### src/sv/hashed_next_hop_table_top_defines.svh
// ----------------------------------------------------------------------------
// hashed next-hop table assertion macros
// shared concurrent assertion wrappers for the table rtl
// ----------------------------------------------------------------------------
`ifndef HASHED_NEXT_HOP_TABLE_TOP_DEFINES_SVH
`define HASHED_NEXT_HOP_TABLE_TOP_DEFINES_SVH

// assertion that is switched off while reset is asserted
`define HNH_ASSERT(lbl, clk, rst_n, prop, msg) \
  lbl: assert property (@(posedge clk) disable iff (!rst_n) prop) \
    else $error(msg);

// assertion that must also hold while reset is asserted
`define HNH_ASSERT_ALWAYS(lbl, clk, prop, msg) \
  lbl: assert property (@(posedge clk) prop) else $error(msg);

`endif

### src/sv/hnh_pkg.sv
// ----------------------------------------------------------------------------
// hnh_pkg
// shared field widths, command codes and result type of the next-hop table
// ----------------------------------------------------------------------------
`default_nettype none

package hnh_pkg;

  // width of the id fields on the channels
  localparam int unsigned ID_W = 16;

  typedef enum logic {
    CMD_SET    = 1'b0,
    CMD_LOOKUP = 1'b1
  } cmd_e;

  typedef struct packed {
    logic            found;
    logic [ID_W-1:0] next_hop_out;
    logic            table_full;
  } hnh_result_t;

endpackage

`default_nettype wire

### src/sv/hnh_if.sv
// ----------------------------------------------------------------------------
// hnh channel interfaces
// valid/ready channels for command items and result items
// ----------------------------------------------------------------------------
`default_nettype none

interface hnh_in_if import hnh_pkg::*; ();
  logic            valid;
  logic            ready;
  logic            command;
  logic [ID_W-1:0] dest_id;
  logic [ID_W-1:0] next_hop_in;

  modport source (output valid, command, dest_id, next_hop_in, input ready);
  modport sink   (input valid, command, dest_id, next_hop_in, output ready);
endinterface

interface hnh_out_if import hnh_pkg::*; ();
  logic            valid;
  logic            ready;
  logic            found;
  logic [ID_W-1:0] next_hop_out;
  logic            table_full;

  modport source (output valid, found, next_hop_out, table_full, input ready);
  modport sink   (input valid, found, next_hop_out, table_full, output ready);
endinterface

`default_nettype wire

### src/sv/hashed_next_hop_table_top.sv
// ----------------------------------------------------------------------------
// hashed_next_hop_table_top
// destination-to-next-hop routing table with fixed ways per hashed bucket
// ----------------------------------------------------------------------------
// usage
//   in_i carries command items: command (set or look up), dest_id, next_hop_in
//   out_o carries one result item per command: found, next_hop_out, table_full
//   bucket of a key is key mod SLOTS, each bucket holds up to WAYS entries
//   the front finds the bucket with a reciprocal multiply, then a multiply
//   back and subtract; the quotient is registered before the subtract
//   the back reads one bucket row, compares all ways and writes back
//   front and back each take a new item only once the last one is handed on
//   after reset a clearing pass over every bucket zeroes its fill count;
//   in_i.ready stays low until it completes
//   a stalled receiver holds the result register; the two-entry queue between
//   front and back keeps accepting until it fills, and once the front also holds an item in_i.ready drops
// ----------------------------------------------------------------------------
`default_nettype none

module hashed_next_hop_table_top import hnh_pkg::*; #(
  parameter int unsigned SLOTS   = 16,
  parameter int unsigned WAYS    = 4,
  parameter int unsigned ID_BITS = 16
) (
  input  wire logic clk_i,
  input  wire logic rst_ni,
  hnh_in_if.sink    in_i,
  hnh_out_if.source out_o
);

  // stored key and next-hop width
  localparam int unsigned KEY_W   = (ID_BITS < ID_W) ? ID_BITS : ID_W;
  localparam int unsigned SLOT_W  = (SLOTS > 1) ? $clog2(SLOTS) : 1;
  // queue item: {command, key, next hop, bucket}
  localparam int unsigned ENTRY_W = 1 + 2 * KEY_W + SLOT_W;

  logic               clear_busy;
  logic               q_full;
  logic               q_push;
  logic [ENTRY_W-1:0] q_push_data;
  logic               q_pop;
  logic               q_valid;
  logic [ENTRY_W-1:0] q_data;

  // front: accept, mask key, compute bucket
  hnh_front #(
    .SLOTS   (SLOTS),
    .ID_BITS (ID_BITS)
  ) u_front (
    .clk_i        (clk_i),
    .rst_ni       (rst_ni),
    .in_i         (in_i),
    .clear_busy_i (clear_busy),
    .q_full_i     (q_full),
    .push_o       (q_push),
    .push_data_o  (q_push_data)
  );

  // decoupling queue
  hnh_queue #(
    .W (ENTRY_W)
  ) u_queue (
    .clk_i   (clk_i),
    .rst_ni  (rst_ni),
    .push_i  (q_push),
    .data_i  (q_push_data),
    .full_o  (q_full),
    .pop_i   (q_pop),
    .valid_o (q_valid),
    .data_o  (q_data)
  );

  // back: bucket store, lookup and update, result register
  hnh_back #(
    .SLOTS   (SLOTS),
    .WAYS    (WAYS),
    .ID_BITS (ID_BITS)
  ) u_back (
    .clk_i        (clk_i),
    .rst_ni       (rst_ni),
    .q_valid_i    (q_valid),
    .q_data_i     (q_data),
    .pop_o        (q_pop),
    .clear_busy_o (clear_busy),
    .out_o        (out_o)
  );

endmodule

`default_nettype wire

### src/sv/hnh_front.sv
// ----------------------------------------------------------------------------
// hnh_front
// accepts command items, masks the key and folds it down to its bucket
// ----------------------------------------------------------------------------
`default_nettype none

module hnh_front import hnh_pkg::*; #(
  parameter int unsigned SLOTS   = 16,
  parameter int unsigned ID_BITS = 16,
  localparam int unsigned KEY_W   = (ID_BITS < ID_W) ? ID_BITS : ID_W,
  localparam int unsigned SLOT_W  = (SLOTS > 1) ? $clog2(SLOTS) : 1,
  localparam int unsigned ENTRY_W = 1 + 2 * KEY_W + SLOT_W
) (
  input  wire logic               clk_i,
  input  wire logic               rst_ni,
  hnh_in_if.sink                  in_i,
  input  wire logic               clear_busy_i,
  input  wire logic               q_full_i,
  output logic                    push_o,
  output logic [ENTRY_W-1:0]      push_data_o
);

  // reciprocal of SLOTS, exact for every key of KEY_W bits
  localparam int unsigned LOG_SLOTS = $clog2(SLOTS);
  localparam int unsigned SHIFT     = KEY_W + LOG_SLOTS;
  localparam int unsigned RECIP_W   = KEY_W + 2;
  localparam int unsigned PROD_W    = KEY_W + RECIP_W;
  localparam int unsigned MUL_W     = KEY_W + SLOT_W + 1;
  localparam logic [RECIP_W-1:0] RECIP =
    RECIP_W'(((64'd1 << SHIFT) + 64'(SLOTS) - 64'd1) / 64'(SLOTS));
  localparam logic [SLOT_W:0] SLOTS_C = (SLOT_W + 1)'(SLOTS);
  // quotient step, then remainder step
  localparam int unsigned STEPS  = 2;
  localparam int unsigned STEP_W = $clog2(STEPS + 1);

  logic              busy_q;
  logic [STEP_W-1:0] steps_q;
  logic              cmd_q;
  logic [KEY_W-1:0]  key_q;
  logic [KEY_W-1:0]  hop_q;
  logic [KEY_W-1:0]  quot_q;
  logic [SLOT_W-1:0] rem_q;

  logic [PROD_W-1:0] prod;
  logic [KEY_W-1:0]  quot;
  logic [MUL_W-1:0]  back_mul;
  logic [KEY_W-1:0]  rem_full;
  logic [SLOT_W-1:0] rem_step;
  logic [SLOT_W-1:0] push_rem;
  logic              last_step;
  logic              waiting;
  logic              stepping;
  logic              accept;

  // quotient by reciprocal multiply, remainder by multiply back and subtract
  always_comb begin
    prod     = PROD_W'(key_q) * PROD_W'(RECIP);
    quot     = KEY_W'(prod >> SHIFT);
    back_mul = MUL_W'(quot_q) * MUL_W'(SLOTS_C);
    rem_full = key_q - back_mul[KEY_W-1:0];
    rem_step = SLOT_W'(rem_full);
  end

  assign stepping  = busy_q && (steps_q != '0);
  assign last_step = busy_q && (steps_q == STEP_W'(1));
  assign waiting   = busy_q && (steps_q == '0);
  assign push_o    = (last_step || waiting) && !q_full_i;
  assign push_rem  = waiting ? rem_q : rem_step;
  assign push_data_o = {cmd_q, key_q, hop_q, push_rem};

  assign in_i.ready = !clear_busy_i && (!busy_q || push_o);
  assign accept     = in_i.valid && in_i.ready;

  always_ff @(posedge clk_i or negedge rst_ni) begin
    if (!rst_ni) begin
      busy_q  <= 1'b0;
      steps_q <= '0;
    end else if (accept) begin
      busy_q  <= 1'b1;
      steps_q <= STEP_W'(STEPS);
    end else begin
      if (push_o) begin
        busy_q <= 1'b0;
      end
      if (stepping) begin
        steps_q <= steps_q - STEP_W'(1);
      end
    end
  end

  always_ff @(posedge clk_i) begin
    if (accept) begin
      cmd_q   <= in_i.command;
      key_q   <= in_i.dest_id[KEY_W-1:0];
      hop_q   <= in_i.next_hop_in[KEY_W-1:0];
    end else if (stepping) begin
      quot_q  <= quot;
      rem_q   <= rem_step;
    end
  end

endmodule

`default_nettype wire

### src/sv/hnh_queue.sv
// ----------------------------------------------------------------------------
// hnh_queue
// two-entry queue of classified items between front and back
// ----------------------------------------------------------------------------
`default_nettype none

`include "hashed_next_hop_table_top_defines.svh"

module hnh_queue import hnh_pkg::*; #(
  parameter int unsigned W = 8
) (
  input  wire logic         clk_i,
  input  wire logic         rst_ni,
  input  wire logic         push_i,
  input  wire logic [W-1:0] data_i,
  output logic              full_o,
  input  wire logic         pop_i,
  output logic              valid_o,
  output logic [W-1:0]      data_o
);

  localparam int unsigned DEPTH = 2;
  localparam int unsigned PTR_W = $clog2(DEPTH);
  localparam int unsigned CNT_W = $clog2(DEPTH + 1);

  logic [W-1:0]     mem_q [DEPTH];
  logic [PTR_W-1:0] wr_ptr_q;
  logic [PTR_W-1:0] rd_ptr_q;
  logic [CNT_W-1:0] cnt_q;

  assign full_o  = (cnt_q == CNT_W'(DEPTH));
  assign valid_o = (cnt_q != '0);
  assign data_o  = mem_q[rd_ptr_q];

  always_ff @(posedge clk_i or negedge rst_ni) begin
    if (!rst_ni) begin
      wr_ptr_q <= '0;
      rd_ptr_q <= '0;
      cnt_q    <= '0;
    end else begin
      if (push_i) begin
        wr_ptr_q <= wr_ptr_q + PTR_W'(1);
      end
      if (pop_i) begin
        rd_ptr_q <= rd_ptr_q + PTR_W'(1);
      end
      if (push_i && !pop_i) begin
        cnt_q <= cnt_q + CNT_W'(1);
      end else if (pop_i && !push_i) begin
        cnt_q <= cnt_q - CNT_W'(1);
      end
    end
  end

  always_ff @(posedge clk_i) begin
    if (push_i) begin
      mem_q[wr_ptr_q] <= data_i;
    end
  end

  `HNH_ASSERT_ALWAYS(a_cnt_range, clk_i, cnt_q <= CNT_W'(DEPTH), "queue count past depth")
  `HNH_ASSERT(a_no_overflow, clk_i, rst_ni, push_i |-> !full_o, "push into full queue")
  `HNH_ASSERT(a_no_underflow, clk_i, rst_ni, pop_i |-> valid_o, "pop from empty queue")

endmodule

`default_nettype wire

### src/sv/hnh_back.sv
// ----------------------------------------------------------------------------
// hnh_back
// bucket store, clearing pass, way compare, update and result register
// ----------------------------------------------------------------------------
`default_nettype none

`include "hashed_next_hop_table_top_defines.svh"

module hnh_back import hnh_pkg::*; #(
  parameter int unsigned SLOTS   = 16,
  parameter int unsigned WAYS    = 4,
  parameter int unsigned ID_BITS = 16,
  localparam int unsigned KEY_W   = (ID_BITS < ID_W) ? ID_BITS : ID_W,
  localparam int unsigned SLOT_W  = (SLOTS > 1) ? $clog2(SLOTS) : 1,
  localparam int unsigned ENTRY_W = 1 + 2 * KEY_W + SLOT_W
) (
  input  wire logic               clk_i,
  input  wire logic               rst_ni,
  input  wire logic               q_valid_i,
  input  wire logic [ENTRY_W-1:0] q_data_i,
  output logic                    pop_o,
  output logic                    clear_busy_o,
  hnh_out_if.source               out_o
);

  localparam int unsigned CNT_W  = $clog2(WAYS + 1);
  localparam int unsigned HOP_LO = WAYS * KEY_W;
  localparam int unsigned ROW_W  = CNT_W + 2 * WAYS * KEY_W;
  localparam logic [SLOT_W-1:0] LAST_SLOT = SLOT_W'(SLOTS - 1);

  localparam logic [1:0] ST_CLEAR = 2'd0;
  localparam logic [1:0] ST_IDLE  = 2'd1;
  localparam logic [1:0] ST_EVAL  = 2'd2;

  // row layout: {fill count, next hops, keys}, ways filled from the bottom
  logic [ROW_W-1:0]  mem [SLOTS];
  logic [ROW_W-1:0]  rd_row_q;

  logic [1:0]        state_q, state_d;
  logic [SLOT_W-1:0] clr_idx_q, clr_idx_d;
  logic              out_valid_q;
  hnh_result_t       out_q;

  cmd_e              cmd_q;
  logic [KEY_W-1:0]  key_q;
  logic [KEY_W-1:0]  hop_q;
  logic [SLOT_W-1:0] bucket_q;

  logic [CNT_W-1:0]  rd_cnt;
  logic [KEY_W-1:0]  way_dest;
  logic [KEY_W-1:0]  way_hop;
  logic [KEY_W-1:0]  hit_hop;
  logic              hit;
  logic              has_free;
  logic [ROW_W-1:0]  upd_row;
  logic [ROW_W-1:0]  app_row;
  logic              is_set;
  logic              out_free;
  logic              eval_go;
  hnh_result_t       res;

  logic              wr_en;
  logic [SLOT_W-1:0] wr_addr;
  logic [ROW_W-1:0]  wr_data;

  assign clear_busy_o = (state_q == ST_CLEAR);
  assign pop_o        = (state_q == ST_IDLE) && q_valid_i;
  assign out_free     = !out_valid_q || out_o.ready;
  assign eval_go      = (state_q == ST_EVAL) && out_free;

  // compare all ways of the bucket row at once
  always_comb begin
    rd_cnt   = rd_row_q[ROW_W-1 -: CNT_W];
    hit      = 1'b0;
    hit_hop  = '0;
    way_dest = '0;
    way_hop  = '0;
    upd_row  = rd_row_q;
    app_row  = rd_row_q;
    for (int w = 0; w < WAYS; w++) begin
      way_dest = rd_row_q[w*KEY_W +: KEY_W];
      way_hop  = rd_row_q[HOP_LO + w*KEY_W +: KEY_W];
      if ((CNT_W'(w) < rd_cnt) && (way_dest == key_q)) begin
        hit     = 1'b1;
        hit_hop = hit_hop | way_hop;
        upd_row[HOP_LO + w*KEY_W +: KEY_W] = hop_q;
      end
      if (CNT_W'(w) == rd_cnt) begin
        app_row[w*KEY_W +: KEY_W]          = key_q;
        app_row[HOP_LO + w*KEY_W +: KEY_W] = hop_q;
      end
    end
    app_row[ROW_W-1 -: CNT_W] = rd_cnt + CNT_W'(1);
    has_free = (rd_cnt < CNT_W'(WAYS));
  end

  always_comb begin
    is_set           = (cmd_q == CMD_SET);
    res.found        = hit;
    res.table_full   = is_set && !hit && !has_free;
    res.next_hop_out = (!is_set && hit) ? ID_W'(hit_hop) : '0;
  end

  // single write port, shared by the clearing pass and set commands
  always_comb begin
    wr_en   = clear_busy_o || (eval_go && is_set && (hit || has_free));
    wr_addr = clear_busy_o ? clr_idx_q : bucket_q;
    wr_data = clear_busy_o ? '0 : (hit ? upd_row : app_row);
  end

  always_ff @(posedge clk_i) begin
    if (wr_en) begin
      mem[wr_addr] <= wr_data;
    end
    if (pop_o) begin
      rd_row_q <= mem[q_data_i[SLOT_W-1:0]];
    end
  end

  always_ff @(posedge clk_i) begin
    if (pop_o) begin
      cmd_q    <= cmd_e'(q_data_i[ENTRY_W-1]);
      key_q    <= q_data_i[SLOT_W + KEY_W +: KEY_W];
      hop_q    <= q_data_i[SLOT_W +: KEY_W];
      bucket_q <= q_data_i[SLOT_W-1:0];
    end
    if (eval_go) begin
      out_q <= res;
    end
  end

  always_comb begin
    state_d   = state_q;
    clr_idx_d = clr_idx_q;
    unique case (state_q)
      ST_CLEAR: begin
        clr_idx_d = clr_idx_q + SLOT_W'(1);
        if (clr_idx_q == LAST_SLOT) begin
          state_d = ST_IDLE;
        end
      end
      ST_IDLE: begin
        if (pop_o) begin
          state_d = ST_EVAL;
        end
      end
      ST_EVAL: begin
        if (out_free) begin
          state_d = ST_IDLE;
        end
      end
      default: begin
        state_d = ST_IDLE;
      end
    endcase
  end

  always_ff @(posedge clk_i or negedge rst_ni) begin
    if (!rst_ni) begin
      state_q     <= ST_CLEAR;
      clr_idx_q   <= '0;
      out_valid_q <= 1'b0;
    end else begin
      state_q   <= state_d;
      clr_idx_q <= clr_idx_d;
      if (eval_go) begin
        out_valid_q <= 1'b1;
      end else if (out_o.ready) begin
        out_valid_q <= 1'b0;
      end
    end
  end

  assign out_o.valid        = out_valid_q;
  assign out_o.found        = out_q.found;
  assign out_o.next_hop_out = out_q.next_hop_out;
  assign out_o.table_full   = out_q.table_full;

  `HNH_ASSERT(a_fill_range, clk_i, rst_ni, (state_q == ST_EVAL) |-> (rd_cnt <= CNT_W'(WAYS)), "bucket fill count out of range")
  `HNH_ASSERT(a_pop_eval, clk_i, rst_ni, pop_o |=> (state_q == ST_EVAL), "popped item not evaluated")
  `HNH_ASSERT(a_eval_out, clk_i, rst_ni, eval_go |=> (out_valid_q && state_q == ST_IDLE), "result not registered")
  `HNH_ASSERT(a_full_clean, clk_i, rst_ni, (out_valid_q && out_q.table_full) |-> (!out_q.found && out_q.next_hop_out == '0), "dropped set with hit fields")

endmodule

`default_nettype wire
### src/flat_wrapper.sv
// flat-port wrapper written by rule: the top's interface ports become plain ports
module hashed_next_hop_table_top_flat import hnh_pkg::*;
#(
  parameter int unsigned SLOTS   = 16,
  parameter int unsigned WAYS    = 4,
  parameter int unsigned ID_BITS = 16
)
  (clk_i, rst_ni, in_i_valid, in_i_command, in_i_dest_id, in_i_next_hop_in, in_i_ready, out_o_valid, out_o_found, out_o_next_hop_out, out_o_table_full, out_o_ready);
  hnh_in_if in_i_i ();
  hnh_out_if out_o_i ();
  input  wire logic clk_i;
  input  wire logic rst_ni;
  input wire logic [$bits(in_i_i.valid)-1:0] in_i_valid;
  input wire logic [$bits(in_i_i.command)-1:0] in_i_command;
  input wire logic [$bits(in_i_i.dest_id)-1:0] in_i_dest_id;
  input wire logic [$bits(in_i_i.next_hop_in)-1:0] in_i_next_hop_in;
  output wire logic [$bits(in_i_i.ready)-1:0] in_i_ready;
  output wire logic [$bits(out_o_i.valid)-1:0] out_o_valid;
  output wire logic [$bits(out_o_i.found)-1:0] out_o_found;
  output wire logic [$bits(out_o_i.next_hop_out)-1:0] out_o_next_hop_out;
  output wire logic [$bits(out_o_i.table_full)-1:0] out_o_table_full;
  input wire logic [$bits(out_o_i.ready)-1:0] out_o_ready;
  assign in_i_i.valid = in_i_valid;
  assign in_i_i.command = in_i_command;
  assign in_i_i.dest_id = in_i_dest_id;
  assign in_i_i.next_hop_in = in_i_next_hop_in;
  assign in_i_ready = in_i_i.ready;
  assign out_o_valid = out_o_i.valid;
  assign out_o_found = out_o_i.found;
  assign out_o_next_hop_out = out_o_i.next_hop_out;
  assign out_o_table_full = out_o_i.table_full;
  assign out_o_i.ready = out_o_ready;
  hashed_next_hop_table_top #(.SLOTS(SLOTS), .WAYS(WAYS), .ID_BITS(ID_BITS)) u_core (.clk_i(clk_i), .rst_ni(rst_ni), .in_i(in_i_i), .out_o(out_o_i));
endmodule
### config.mk
export PLATFORM = sky130hd
export DESIGN_NAME = hashed_next_hop_table_top_flat
export DESIGN_NICKNAME = d
export VERILOG_FILES = /design/src/sv/hnh_pkg.sv /design/src/sv/hnh_if.sv /design/src/sv/hashed_next_hop_table_top.sv /design/src/sv/hnh_front.sv /design/src/sv/hnh_queue.sv /design/src/sv/hnh_back.sv /design/src/flat_wrapper.sv
export VERILOG_INCLUDE_DIRS = /design/src /design/src/sv
export SDC_FILE = /design/constraint.sdc
export NUM_CORES = 2
export LEC_CHECK = 0
export BUFFER_PORTS_ARGS = -buffer_cell sky130_fd_sc_hd__buf_2
export CORE_MARGIN = 3
export CORE_UTILIZATION = 60
export DETAILED_ROUTE_END_ITERATION = 8
export GPL_ROUTABILITY_DRIVEN = 0
export PLACE_DENSITY = 0.74
export SLEW_MARGIN = 25
export SYNTH_ARGS = -nofsm -noshare
export SYNTH_HDL_FRONTEND = slang
export SYNTH_SLANG_ARGS = --single-unit
### constraint.sdc
create_clock -name clk_i -period 32.3 [get_ports clk_i]
set_clock_uncertainty 0.15 [all_clocks]
set_input_delay 1.615 -clock clk_i [delete_from_list [all_inputs] [get_ports clk_i]]
set_output_delay 1.615 -clock clk_i [all_outputs]
set_load 0.02 [all_outputs]
==> out/qor.yml <==
final_max_slew_viol_count: 0
synth.area.mux_share: 0.0183
irDropWorstVdd_uv: 90.9
grt_start_max_net_pins: 160
powerDensity_mw_per_mm2: 107
netlist.area_leader.share: 0.754
clkLatencyLatePin_ns: 0.88
hold_buffers: 0
h-tree-depth: 4
relSlewSlack: 0.179
totalPowerFinal_mw: 11.3
finalSetupViolations: 0
status: "completed"
cts_setup_buffers: 0
synthArstFlopShare: 0.00582
regArea_mm2: 0.0722
area_delta_synth_final_pct: 10.7
grtUsageTotal: 0.307
post_drt_wl_per_cell_um: 27.1
fillers: 10517
synth_top_cell_by_area: "edfxtp_1"
ant_nets: 0
worst_slew_pin_slew_ns: 1.22
power_leakage_nw: 36.4
hp-class: "reg2reg"
dp_hpwl_um: 128000
syn_area_per_cell_um2: 13.3
path_clk_slew_ns: 0.06
cts_tree: "built"
syn-cell-area_mm2: 0.0953
clock_sinks: 2407
numCtsBuffers: 228
yosysMostFrequentCell: "edfxtp_1"
synth_commonest_cells: "edfxtp_1, nand2_1, nand3_1"
fp.dieArea_mm2: 0.164
start_util: 0.607
path_max_fanout: 159
ys_types: 44
grt_pass1_wl_um: 373000
cts-root-buf: "clkbuf_16"
core-area_mm2: 0.157
hold_violations: 0
critPathLaunchType: "flop"
ys_warn_count: 0
routed_wl_um: 253000
fin_crit_ns: 6.90
critPathKind: "reg2reg"
cp.arrival_ns: 7.41
cap_violations: 0
synthAdderAreaFrac: 0.000919
syn_nets: 7206
num_rows: 145
fin_util: 0.672
fin_crit_sh: 0.214
synth-main-ff-cell: "edfxtp_1"
port_buffers: 56
multi_input_area_mm2: 0.0216
fmax_ghz: 0.145
die_x_um: 405
seq_area_frac_synth: 0.758
fin_nets: 7158
rrSetupSlack_ns: 25.40
cp.required_ns: 32.81
synth_compound_area_frac: 0.0375
vias: 60855
cts_buffer_depth: 3
cts-resized-gates: 0
via_per_inst: 6.50
rsz0062_at_grt: "no"
drtIter0Drc: 9544
grt_pass1_vias: 58352
drive_gt1_frac: 0.0946
fp.dieH_um: 405
grt_antenna_before_repair: 5
synth-xor-area-share: 0.00680
synth-seq-cells: 2407
grt_overflow_total: 0
first_pass_iters: 6
fin_tns_setup_ns: 0
pin_count: 57
end_kind: "flop"
syn_inst: 7162
synth_top_family_by_area: "simple AND/OR/NAND/NOR gates"
drc: 0
synth_edf_count: 2393
synth.area.top_cells: "edfxtp_1, nand2_1, nand3_1"
synthSimpleGateAreaFrac: 0.158
==> layer usage <==
layer,wire (µm),vias to the layer above,track usage
met5,36,-,0
met1,96100,30050,0.436
met4,8890,6,0.116
met2,116000,4067,0.464
met3,32900,549,0.0761
li1,-,26183,-
==> worst max-delay path, stage by stage (launching register included) <==
cell and delay [ns]:
dfrtp_2 0.41, buf_4 0.29, mux2i_4 0.26, buf_12 0.28, inv_8 0.61, buf_4 0.68
buf_4 0.76, buf_4 0.55, buf_4 0.72, buf_4 0.77, nand2_1 0.11, and3_1 0.20
a311oi_1 0.28, a311oi_1 0.10, a31oi_1 0.24
==> flip-flops by register name, summed over array words and instances (netlist names), 2 cells and up <==
register / count
u_core.u_back.bucket_q: 4
u_core.u_back.clr_idx_q: 4
u_core.u_back.hop_q: 16
u_core.u_back.key_q: 16
u_core.u_back.mem: 2096
u_core.u_back.out_o.next_hop_out: 16
u_core.u_back.rd_row_q: 131
u_core.u_back.state_q: 2
u_core.u_front.hop_q: 16
u_core.u_front.key_q: 16
u_core.u_front.rem_q: 4
u_core.u_front.steps_q: 2
u_core.u_queue.cnt_q: 2
u_core.u_queue.mem_q: 74
==> cells in the final DEF (no fill, tap or decap), types with 7 or more instances in the layout <==
cell type,count
clkbuf_1,38
mux2i_4,8
clkinvlp_4,8
xnor2_1,37
xor2_1,37
nor2_2,20
buf_2,56
a31oi_1,135
nand4_1,8
a22oi_1,34
nand2_1,2222
inv_1,13
clkinv_2,34
dfrtp_1,13
mux2i_1,74
mux2i_2,51
bufinv_16,25
a311oi_1,257
inv_6,7
buf_12,9
ha_1,7
nor4_1,7
buf_4,148
nor3_2,17
clkinv_1,63
clkbuf_16,229
nand3_1,1051
nor2_1,43
mux2_2,37
edfxtp_1,2393
a21oi_1,21
and3_1,132
==> worst paths after layout <==
| kind | start | to | cells past startpoint |
|---|---|---|---|
| min reg2reg | u_core.u_front.key_q[15] | u_core.u_queue.mem_q[1][35] | 0 |
| min | u_core.u_front.key_q[15] | u_core.u_queue.mem_q[1][35] | 0 |
| max in group asynchronous | rst_ni | u_core.u_queue.rd_ptr_q | 1 |
| max | u_core.u_queue.rd_ptr_q | u_core.u_back.rd_row_q[72] | 14 |
| max reg2reg | u_core.u_queue.rd_ptr_q | u_core.u_back.rd_row_q[72] | 14 |
| min in group asynchronous | rst_ni | u_core.u_front.steps_q[0] | 1 |
==> where the power goes <==
part,internal [mW],switching (mW),leakage (nW)
sequential,4.67,0.251,22.1
clock,1.50,1.16,3.59
combinational,0.892,2.82,10.8
total,7.06,4.22,36.4
==> kinds of logic after synthesis <==
logic type | count (synthesis)
and+or+nand+nor | 3529
DFF | 2407
buffers and inverters | 514
AOI/OAI and AO/OA | 461
muxes | 170
xor gates and xnor gates | 74
adders and majority gates | 7
==> layout make-up <==
cell class | count | area share
Sequential cell | 2407 | 0.684
Multi-Input combinational cell | 4241 | 0.205
Clock buffer | 267 | 0.0556
Tap cell | 2058 | 0.0244
Timing Repair Buffer | 218 | 0.0157
Clock inverter | 150 | 0.0144
Inverter | 18 | 0.000901
Antenna cell | 4 | 0.0000948
==> metrics by stage <==
step                hold slack [ns]  setup slack, ns  area [µm²]  cells
finish                        0.294            25.40      106000   9363
floorplan                     0.271            20.18       95300   7162
global placement              0.274            25.61       97800   8938
global route                  0.306            24.95      106000   9360
detailed placement            0.283            25.45       97900   8940
CTS                           0.297            25.40      105000   9357
No activity file was read; power rests on OpenSTA's default activity.
